File: config.mk
export PLATFORM = sky130hd
export DESIGN_NAME = game_pad_port_shift_emulator
export DESIGN_NICKNAME = d
export VERILOG_FILES = /design/src/sv/gpse_pkg.sv /design/src/sv/gpse_step.sv /design/src/sv/game_pad_port_shift_emulator.sv
export SDC_FILE = /design/constraint.sdc
export NUM_CORES = 1
export LEC_CHECK = 0
export ABC_AREA = 1
export BUFFER_PORTS_ARGS = -buffer_cell sky130_fd_sc_hd__buf_2
export CORE_UTILIZATION = 30
export DETAILED_ROUTE_END_ITERATION = 6
export GPL_TIMING_DRIVEN = 0
export PLACE_DENSITY_LB_ADDON = 0.1
export SETUP_SLACK_MARGIN = 0.1
export SYNTH_ARGS = -nofsm -noshare
export SYNTH_HDL_FRONTEND = slang
export SYNTH_HIERARCHICAL = 1
export SYNTH_SLANG_ARGS = --single-unit
File: constraint.sdc
create_clock -name clock -period 1.55 [get_ports clock]
set_input_delay 0.3875 -clock clock [delete_from_list [all_inputs] [get_ports clock]]
set_output_delay 0.3875 -clock clock [all_outputs]
set_load 0.005 [all_outputs]
File: src/sv/gpse_pkg.sv
package gpse_pkg;

   localparam int CSR_AW = 4;

   localparam logic [CSR_AW-1:0] CSR_DEVICE_MODE   = 4'h0;
   localparam logic [CSR_AW-1:0] CSR_RELATIVE_AXES = 4'h4;
   localparam logic [CSR_AW-1:0] CSR_TAP_SIGNATURE = 4'h8;

   localparam logic [2:0] MODE_PAD8      = 3'd0;
   localparam logic [2:0] MODE_TAP4      = 3'd1;
   localparam logic [2:0] MODE_TAP_ALT   = 3'd2;
   localparam logic [2:0] MODE_TRACKBALL = 3'd3;
   localparam logic [2:0] MODE_PAD16     = 3'd4;
   localparam logic [2:0] MODE_MOUSE     = 3'd5;

   localparam logic FUNC_LATCH = 1'b0;
   localparam logic FUNC_CLOCK = 1'b1;

   localparam int REQ_DATA_W = 80;
   localparam int RSP_DATA_W = 8;

   typedef struct packed {
      logic [2:0] device_mode;
      logic [1:0] relative_axes;
      logic [7:0] tap_signature;
   } cfg_type;

   typedef struct packed {
      logic              func;
      logic              latch_high;
      logic [7:0]        buttons_low;
      logic [7:0]        buttons_high;
      logic [7:0]        turbo_low;
      logic [7:0]        turbo_high;
      logic [7:0]        extra_pad;
      logic signed [15:0] first_axis;
      logic signed [15:0] second_axis;
   } req_type;

   typedef struct packed {
      logic [5:0] bit_count;
      logic [7:0] bit_select;
      logic [7:0] speed_code;
      logic       speed_pending;
      logic [7:0] axis_zero;
      logic [7:0] axis_one;
      logic [1:0] lines;
   } state_type;

   typedef struct packed {
      logic [1:0] lines;
      logic [1:0] consume;
   } rsp_type;

endpackage

File: src/sv/gpse_step.sv
module gpse_step (
   input  gpse_pkg::cfg_type   cfg,
   input  gpse_pkg::state_type cur,
   input  gpse_pkg::req_type   req,
   output gpse_pkg::state_type nxt,
   output gpse_pkg::rsp_type   rsp
);

   function automatic logic [7:0] mouse_byte(input logic signed [15:0] v);
      logic signed [15:0] mag;
      logic [7:0]         b;
      mag = -v;
      if (v > 16'sd127) begin
         b = 8'h80;
      end else if (v < -16'sd127) begin
         b = 8'h00;
      end else if (v < 16'sd0) begin
         b = ~{1'b1, mag[6:0]};
      end else begin
         b = ~v[7:0];
      end
      return b;
   endfunction

   function automatic logic [3:0] ball_nibble(input logic signed [15:0] v);
      logic [3:0] n;
      if (v > 16'sd7) begin
         n = 4'h7;
      end else if (v < -16'sd8) begin
         n = 4'h8;
      end else begin
         n = v[3:0];
      end
      return n;
   endfunction

   logic [7:0] p0;
   logic [7:0] p1;
   logic [7:0] s;
   logic [2:0] idx;
   logic [7:0] speed_dec;
   logic       last_bit;

   assign p0        = req.buttons_low | req.turbo_low;
   assign p1        = req.buttons_high | req.turbo_high;
   assign s         = cur.bit_select;
   assign idx       = cur.bit_count[5:3];
   assign speed_dec = cur.speed_code - 8'h10;
   assign last_bit  = (s == 8'h01);

   always_comb begin
      nxt         = cur;
      rsp.consume = 2'b00;
      if (req.func == gpse_pkg::FUNC_LATCH) begin
         if (cfg.device_mode == gpse_pkg::MODE_TRACKBALL) begin
            nxt.lines[1] = req.buttons_low[7];
         end else begin
            if (cfg.device_mode == gpse_pkg::MODE_TAP_ALT) begin
               nxt.lines[1] = req.extra_pad[7];
            end
            nxt.lines[0] = p0[7];
         end
         nxt.bit_count  = 6'd1;
         nxt.bit_select = 8'h40;
      end else begin
         case (cfg.device_mode)
            gpse_pkg::MODE_PAD8: begin
               nxt.lines[0] = (idx == 3'd0) && |(p0 & s);
            end
            gpse_pkg::MODE_TAP4: begin
               case (idx)
                  3'd0:    nxt.lines[0] = |(p0 & s);
                  3'd1:    nxt.lines[0] = |(req.extra_pad & s);
                  3'd2:    nxt.lines[0] = |(cfg.tap_signature & s);
                  default: nxt.lines[0] = 1'b0;
               endcase
            end
            gpse_pkg::MODE_TAP_ALT: begin
               nxt.lines[0] = (idx == 3'd0) && |(p0 & s);
               nxt.lines[1] = (idx == 3'd0) && |(req.extra_pad & s);
            end
            gpse_pkg::MODE_TRACKBALL: begin
               case (idx)
                  3'd0: begin
                     nxt.lines[1] = |(req.buttons_low & s);
                     if (last_bit) begin
                        nxt.axis_zero = {ball_nibble(req.first_axis),
                                         ball_nibble(req.second_axis)};
                        rsp.consume   = cfg.relative_axes;
                     end
                  end
                  3'd1:    nxt.lines[1] = |(cur.axis_zero & s);
                  3'd2:    nxt.lines[1] = |(req.buttons_high & s);
                  default: nxt.lines[1] = 1'b0;
               endcase
            end
            gpse_pkg::MODE_PAD16: begin
               case (idx)
                  3'd0:    nxt.lines[0] = |(p0 & s);
                  3'd1:    nxt.lines[0] = |(p1 & s);
                  default: nxt.lines[0] = 1'b0;
               endcase
            end
            gpse_pkg::MODE_MOUSE: begin
               if (req.latch_high) begin
                  nxt.speed_pending = 1'b1;
               end else begin
                  case (idx)
                     3'd0: begin
                        nxt.lines[0] = |(req.buttons_low & s);
                        if (cur.speed_pending) begin
                           // step the speed code down, wrap to the slowest
                           nxt.speed_code    = (speed_dec < 8'hDF) ? 8'hFF : speed_dec;
                           nxt.speed_pending = 1'b0;
                        end
                     end
                     3'd1: begin
                        nxt.lines[0] = |(req.buttons_high & s & cur.speed_code);
                        if (last_bit) begin
                           nxt.axis_zero  = mouse_byte(req.first_axis);
                           rsp.consume[0] = cfg.relative_axes[0];
                        end
                     end
                     3'd2: begin
                        nxt.lines[0] = |(cur.axis_zero & s);
                        if (last_bit) begin
                           nxt.axis_one   = mouse_byte(req.second_axis);
                           rsp.consume[1] = cfg.relative_axes[1];
                        end
                     end
                     3'd3:    nxt.lines[0] = |(cur.axis_one & s);
                     default: nxt.lines[0] = 1'b0;
                  endcase
               end
            end
            default: begin
            end
         endcase
         if (cur.bit_count != 6'd63) begin
            nxt.bit_count = cur.bit_count + 6'd1;
         end
         nxt.bit_select = last_bit ? 8'h80 : (s >> 1);
      end
      rsp.lines = nxt.lines;
   end

endmodule

File: src/sv/game_pad_port_shift_emulator.sv
// Controller port emulator for the console serial shift protocol. Each request
// is one latch or clock event (req_tuser: 0 latch, 1 clock); the block answers
// every request with one response holding both data line levels and the axis
// consume strobes. The event logic sits between the port state registers and
// the response register, so a new request is taken every cycle while the
// response register is empty or being drained. The response is registered
// and appears in the cycle after its request. Registers (APB): 0x0
// device_mode, 0x4 relative_axes, 0x8 tap_signature; write them only while idle.
module game_pad_port_shift_emulator (
   input  logic                          clock,
   input  logic                          reset,
   input  logic                          req_tvalid,
   output logic                          req_tready,
   // latch_high, buttons_low, buttons_high, turbo_low, turbo_high, extra_pad,
   // first_axis, second_axis, zero fill
   input  logic [gpse_pkg::REQ_DATA_W-1:0] req_tdata,
   // func
   input  logic                          req_tuser,
   output logic                          rsp_tvalid,
   input  logic                          rsp_tready,
   // line_zero, line_one, consume_first, consume_second, zero fill
   output logic [gpse_pkg::RSP_DATA_W-1:0] rsp_tdata,
   input  logic                          csr_psel,
   input  logic                          csr_penable,
   input  logic                          csr_pwrite,
   input  logic [gpse_pkg::CSR_AW-1:0]   csr_paddr,
   input  logic [31:0]                   csr_pwdata,
   output logic [31:0]                   csr_prdata,
   output logic                          csr_pready
);

   gpse_pkg::cfg_type   cfg_ff;
   gpse_pkg::cfg_type   cfg_in;
   gpse_pkg::state_type state_ff;
   gpse_pkg::state_type state_in;
   gpse_pkg::rsp_type   rsp_ff;
   gpse_pkg::rsp_type   rsp_in;
   gpse_pkg::req_type   req;
   logic                rsp_valid_ff;
   logic                rsp_valid_in;
   logic                req_fire;
   logic                csr_write;

   assign req.func         = req_tuser;
   assign req.latch_high   = req_tdata[0];
   assign req.buttons_low  = req_tdata[8:1];
   assign req.buttons_high = req_tdata[16:9];
   assign req.turbo_low    = req_tdata[24:17];
   assign req.turbo_high   = req_tdata[32:25];
   assign req.extra_pad    = req_tdata[40:33];
   assign req.first_axis   = req_tdata[56:41];
   assign req.second_axis  = req_tdata[72:57];

   assign req_tready = !rsp_valid_ff || rsp_tready;
   assign req_fire   = req_tvalid && req_tready;

   gpse_step u_step (
      .cfg (cfg_ff),
      .cur (state_ff),
      .req (req),
      .nxt (state_in),
      .rsp (rsp_in)
   );

   assign rsp_valid_in = req_fire || (rsp_valid_ff && !rsp_tready);

   always_ff @(posedge clock) begin
      if (reset) begin
         rsp_valid_ff           <= 1'b0;
         state_ff.bit_count     <= 6'd0;
         state_ff.bit_select    <= 8'h80;
         state_ff.speed_code    <= 8'hFF;
         state_ff.speed_pending <= 1'b0;
         state_ff.axis_zero     <= 8'h00;
         state_ff.axis_one      <= 8'h00;
         state_ff.lines         <= 2'b11;
      end else begin
         rsp_valid_ff <= rsp_valid_in;
         if (req_fire) begin
            state_ff <= state_in;
         end
      end
   end

   always_ff @(posedge clock) begin
      if (req_fire) begin
         rsp_ff <= rsp_in;
      end
   end

   assign rsp_tvalid = rsp_valid_ff;
   assign rsp_tdata  = {4'b0000, rsp_ff.consume[1], rsp_ff.consume[0],
                        rsp_ff.lines[1], rsp_ff.lines[0]};

   // configuration registers
   assign csr_pready = 1'b1;
   assign csr_write  = csr_psel && csr_penable && csr_pwrite && csr_pready;

   always_comb begin
      cfg_in = cfg_ff;
      if (csr_write) begin
         case (csr_paddr)
            gpse_pkg::CSR_DEVICE_MODE:   cfg_in.device_mode   = csr_pwdata[2:0];
            gpse_pkg::CSR_RELATIVE_AXES: cfg_in.relative_axes = csr_pwdata[1:0];
            gpse_pkg::CSR_TAP_SIGNATURE: cfg_in.tap_signature = csr_pwdata[7:0];
            default: begin
            end
         endcase
      end
   end

   always_ff @(posedge clock) begin
      if (reset) begin
         cfg_ff.device_mode   <= gpse_pkg::MODE_PAD8;
         cfg_ff.relative_axes <= 2'b11;
         cfg_ff.tap_signature <= 8'hEF;
      end else begin
         cfg_ff <= cfg_in;
      end
   end

   always_comb begin
      case (csr_paddr)
         gpse_pkg::CSR_DEVICE_MODE:   csr_prdata = {29'd0, cfg_ff.device_mode};
         gpse_pkg::CSR_RELATIVE_AXES: csr_prdata = {30'd0, cfg_ff.relative_axes};
         gpse_pkg::CSR_TAP_SIGNATURE: csr_prdata = {24'd0, cfg_ff.tap_signature};
         default:                     csr_prdata = 32'd0;
      endcase
   end

   a_latch_restarts: assert property (@(posedge clock) disable iff (reset)
      req_fire && req_tuser == gpse_pkg::FUNC_LATCH
      |=> state_ff.bit_count == 6'd1 && state_ff.bit_select == 8'h40)
      else $error("latch did not restart the bit counter");

   a_select_onehot: assert property (@(posedge clock) disable iff (reset)
      $onehot(state_ff.bit_select))
      else $error("bit selector lost its single bit");

   a_speed_range: assert property (@(posedge clock) disable iff (reset)
      state_ff.speed_code >= 8'hDF)
      else $error("speed code left its cycle");

   a_consume_modes: assert property (@(posedge clock) disable iff (reset)
      req_fire && cfg_ff.device_mode != gpse_pkg::MODE_TRACKBALL
      && cfg_ff.device_mode != gpse_pkg::MODE_MOUSE
      |=> rsp_ff.consume == 2'b00)
      else $error("consume strobe in a mode without axes");

endmodule
==> impl_metrics.ini <==
[global_route]
grt_pass1_vias = 4863
antenna_found_initial = 0
grt.overflow.total = 0
grt_max_degree = 14
grt_pass1_wl_um = 25210
grt_usage_pct = 19.76

[yosys]
synth_top_cells_by_area = dfxtp_1, nand2_1, nor2_1
synth_edf_count = 4
yosysUniqueCellTypes = 43
ys_ff_latch = 59
yosysTopAreaCell = dfxtp_1
async_flop_share_pct = 0
syn_area_um2 = 4851
ys_seq_area_share_pct = 25.17
synth_ff_type = dfxtp_1
synth_warnings = 6
synth_cells = 818
synth_top_area_share_pct = 22.70
syn-mean-instance-area_um2 = 5.930

[route]
drc = 0
drtPass1Iterations = 4
antenna_left = 0
routed_wl_um = 16290
vias = 5452
routedWlPerCell_um = 13.31
vias_per_cell = 4.454
drt_iter0_drc = 252

[floorplan]
die_x_um = 129.2
core-area_um2 = 15830
rows = 46
fp.dieH_um = 129.2
die_area_um2 = 16680
pin_count = 167
start_util_pct = 30.65

[sta]
hold_viol_final = 0
period_needed_ns = 1.759
slew_violations = 0
skew_ns = 0.005986
max_slew.worst_pin.slew_ns = 0.5304
worst_slack_ns = -0.2086
setup_violations = 20
maxSlewHeadroom_pct = 64.40
layout_worst_path_cycle_share_pct = 113.5
fmax_mhz = 568.6
rsz0062_at_grt = yes

[clock_network]
cts.clk_slew.worst_paths_ns = 0.05
clock_latency_ns = 0.34
cts_tree = yes
cts_buffers = 9
cts.sinks = 59
clk_path_buf_depth = 2
cts_root_buf = clkbuf_16
htree_num_levels = 3

[cells_and_area]
antenna_cells = 0
nFillCells = 1725
final_core_util_pct = 43.26
drive_gt1_share_pct = 33.04
area_delta_synth_final_pct = 41.17
fin_cells = 1224
fin_nets = 1132

[placed_design]
gp_congestion = 0.8539
io_buffers = 105
dp_hpwl_um = 11600
dp.cells = 1166

[outcome]
status = complete, but fails checks
violations = negative setup slack

[worst_setup_path]
required_ns = 1.65
cp-start-kind = flop
r2r_slack_ns = -0.21
criticalPathCategory = flop to flop
crit_arrival_ns = 1.85
cp_max_fo = 3
worst_setup_path_end_kind = flop

[run]
drv_cap = 0

[power]
vdd_drop_max_uv = 538.5
p_total_uw = 4816
leakage_uw = 0.003556
p_per_area_nw_per_um2 = 703.3

[worst_hold_path]
worstHoldPathType = input pin to flop
## path summary, 6_finish.rpt
check                                  from                  endpoint  depth (start not counted)
setup / recovery  state_ff[27]$_SDFFE_PP0P_    rsp_tdata[0]$_DFFE_PP_                         15
hold / removal                        reset     rsp_tvalid$_SDFF_PP0_                          2
setup reg to reg  state_ff[27]$_SDFFE_PP0P_    rsp_tdata[0]$_DFFE_PP_                         15
hold reg to reg    state_ff[1]$_SDFFE_PP1P_  state_ff[1]$_SDFFE_PP1P_                          2
## synth_stat cells (2+ instances only)
library cell / n
a21oi_1: 16
conb_1: 2
o21ai_0: 61
nor2_8: 3
ha_1: 5
clkinv_2: 2
buf_2: 11
buf_4: 35
nand2_2: 8
nor2_2: 9
nor3_1: 7
edfxtp_1: 4
nand3b_1: 2
nand2_4: 4
o21ai_1: 7
xor2_1: 9
dfxtp_1: 55
inv_2: 9
or2_2: 3
nand3_1: 54
clkbuf_2: 2
o211ai_1: 6
nor4_1: 2
nand4_1: 11
inv_1: 62
nor2_4: 5
clkbuf_1: 7
xnor2_1: 4
nand3_2: 3
nor2_1: 139
nand2_1: 259
## state kept, by name (all words and copies together) (netlist names)
| register | flops |
|---|---|
| cfg_ff | 13 |
| state_ff | 41 |
| rsp_tvalid | 1 |
| rsp_tdata | 4 |
## routing by layer
metal / routed length, um / vias to the layer above / track usage [%]
met3: 617 / 23 / 2.642
met5: 0 / - / 0
met2: 7487 / 123 / 32.38
li1: - / 2914 / -
met4: 319 / 0 / 7.543
met1: 7861 / 2392 / 26.30
## metrics by stage
stage | hold WS, ns | area (um^2) | setup TNS [ns] | worst slack, ns
final | 0.2393 | 6848 | -2.398 | -0.2086
after global routing | 0.2354 | 6848 | -5.382 | -0.3200
after CTS | 0.2244 | 6536 | -1.643 | -0.1636
after detailed placement | 0.4714 | 5856 | -5.418 | -0.3657
after global placement | 0.4646 | 5856 | -6.041 | -0.3634
after floorplan | 0.4368 | 5060 | -0.04283 | -0.03289
## worst max-delay path, cell delays in order (launching register included)
cell     delay, ns
dfxtp_4       0.36
buf_8         0.13
buf_12        0.12
nand2_1       0.05
nand2_1       0.05
nor2_1        0.09
nand2_1       0.09
nand2_1       0.07
nand2_1       0.04
inv_1         0.05
nand2_1       0.04
nand2_1       0.05
nand4_1       0.09
nand2_1       0.08
nand2_1       0.07
buf_4         0.13
## logic make-up (layout without fill, tap and decap cells)
logic type	count (synthesis)	count (layout)	synth area share, %
simple gates	512	512	46.74
buf+inv	129	292	13.23
flops	59	59	25.17
compound gates	98	98	11.07
xor+xnor	13	13	2.347
other cells	2	29	0.1548
fa+ha+maj	5	5	1.290
## cell usage in the layout, fill, tap and decap left out, types with 4 or more instances in the layout
cell,instances
edfxtp_1,4
clkbuf_1,9
nor2_4,15
o21ai_0,37
buf_4,62
buf_2,107
dfxtp_4,11
nor2_2,6
o21ai_1,28
dfxtp_2,4
clkinv_2,4
nand2_1,239
dfxtp_1,40
nor3_1,6
nand2_4,9
buf_6,20
inv_2,15
o21ai_2,4
conb_1,29
nand3_1,43
o211ai_1,6
inv_1,54
nand2_2,21
nand3_2,12
a21oi_1,13
nand4_1,11
clkbuf_16,9
xor2_1,9
nor2_1,132
## layout make-up
type / count / area [um^2] / area share [%]
inverters: 73 / 281.5 / 4.111
clock inverters: 2 / 10.01 / 0.1462
multi-input cells: 657 / 3393 / 49.55
repair buffers: 147 / 937.1 / 13.69
well taps: 216 / 270.3 / 3.947
clock buffers: 14 / 264.0 / 3.855
flip-flops and latches: 59 / 1267 / 18.51
plain buffers: 56 / 424.2 / 6.194
## power breakdown
group,total [uW],switching (uW),internal [uW]
Combinational,1230,692,534
Clock,1870,708,1160
Sequential,1720,98.5,1620
Total,4820,1500,3320
## what timing repair did
action,CTS,global route
setup buffers,23,16
gates cloned,3,0
pin swaps,32,42
endpoints found under the setup margin,43,43
resized for setup,68,56
hold buffers,0,0
Note: power is estimated with default switching activity, not from simulation.
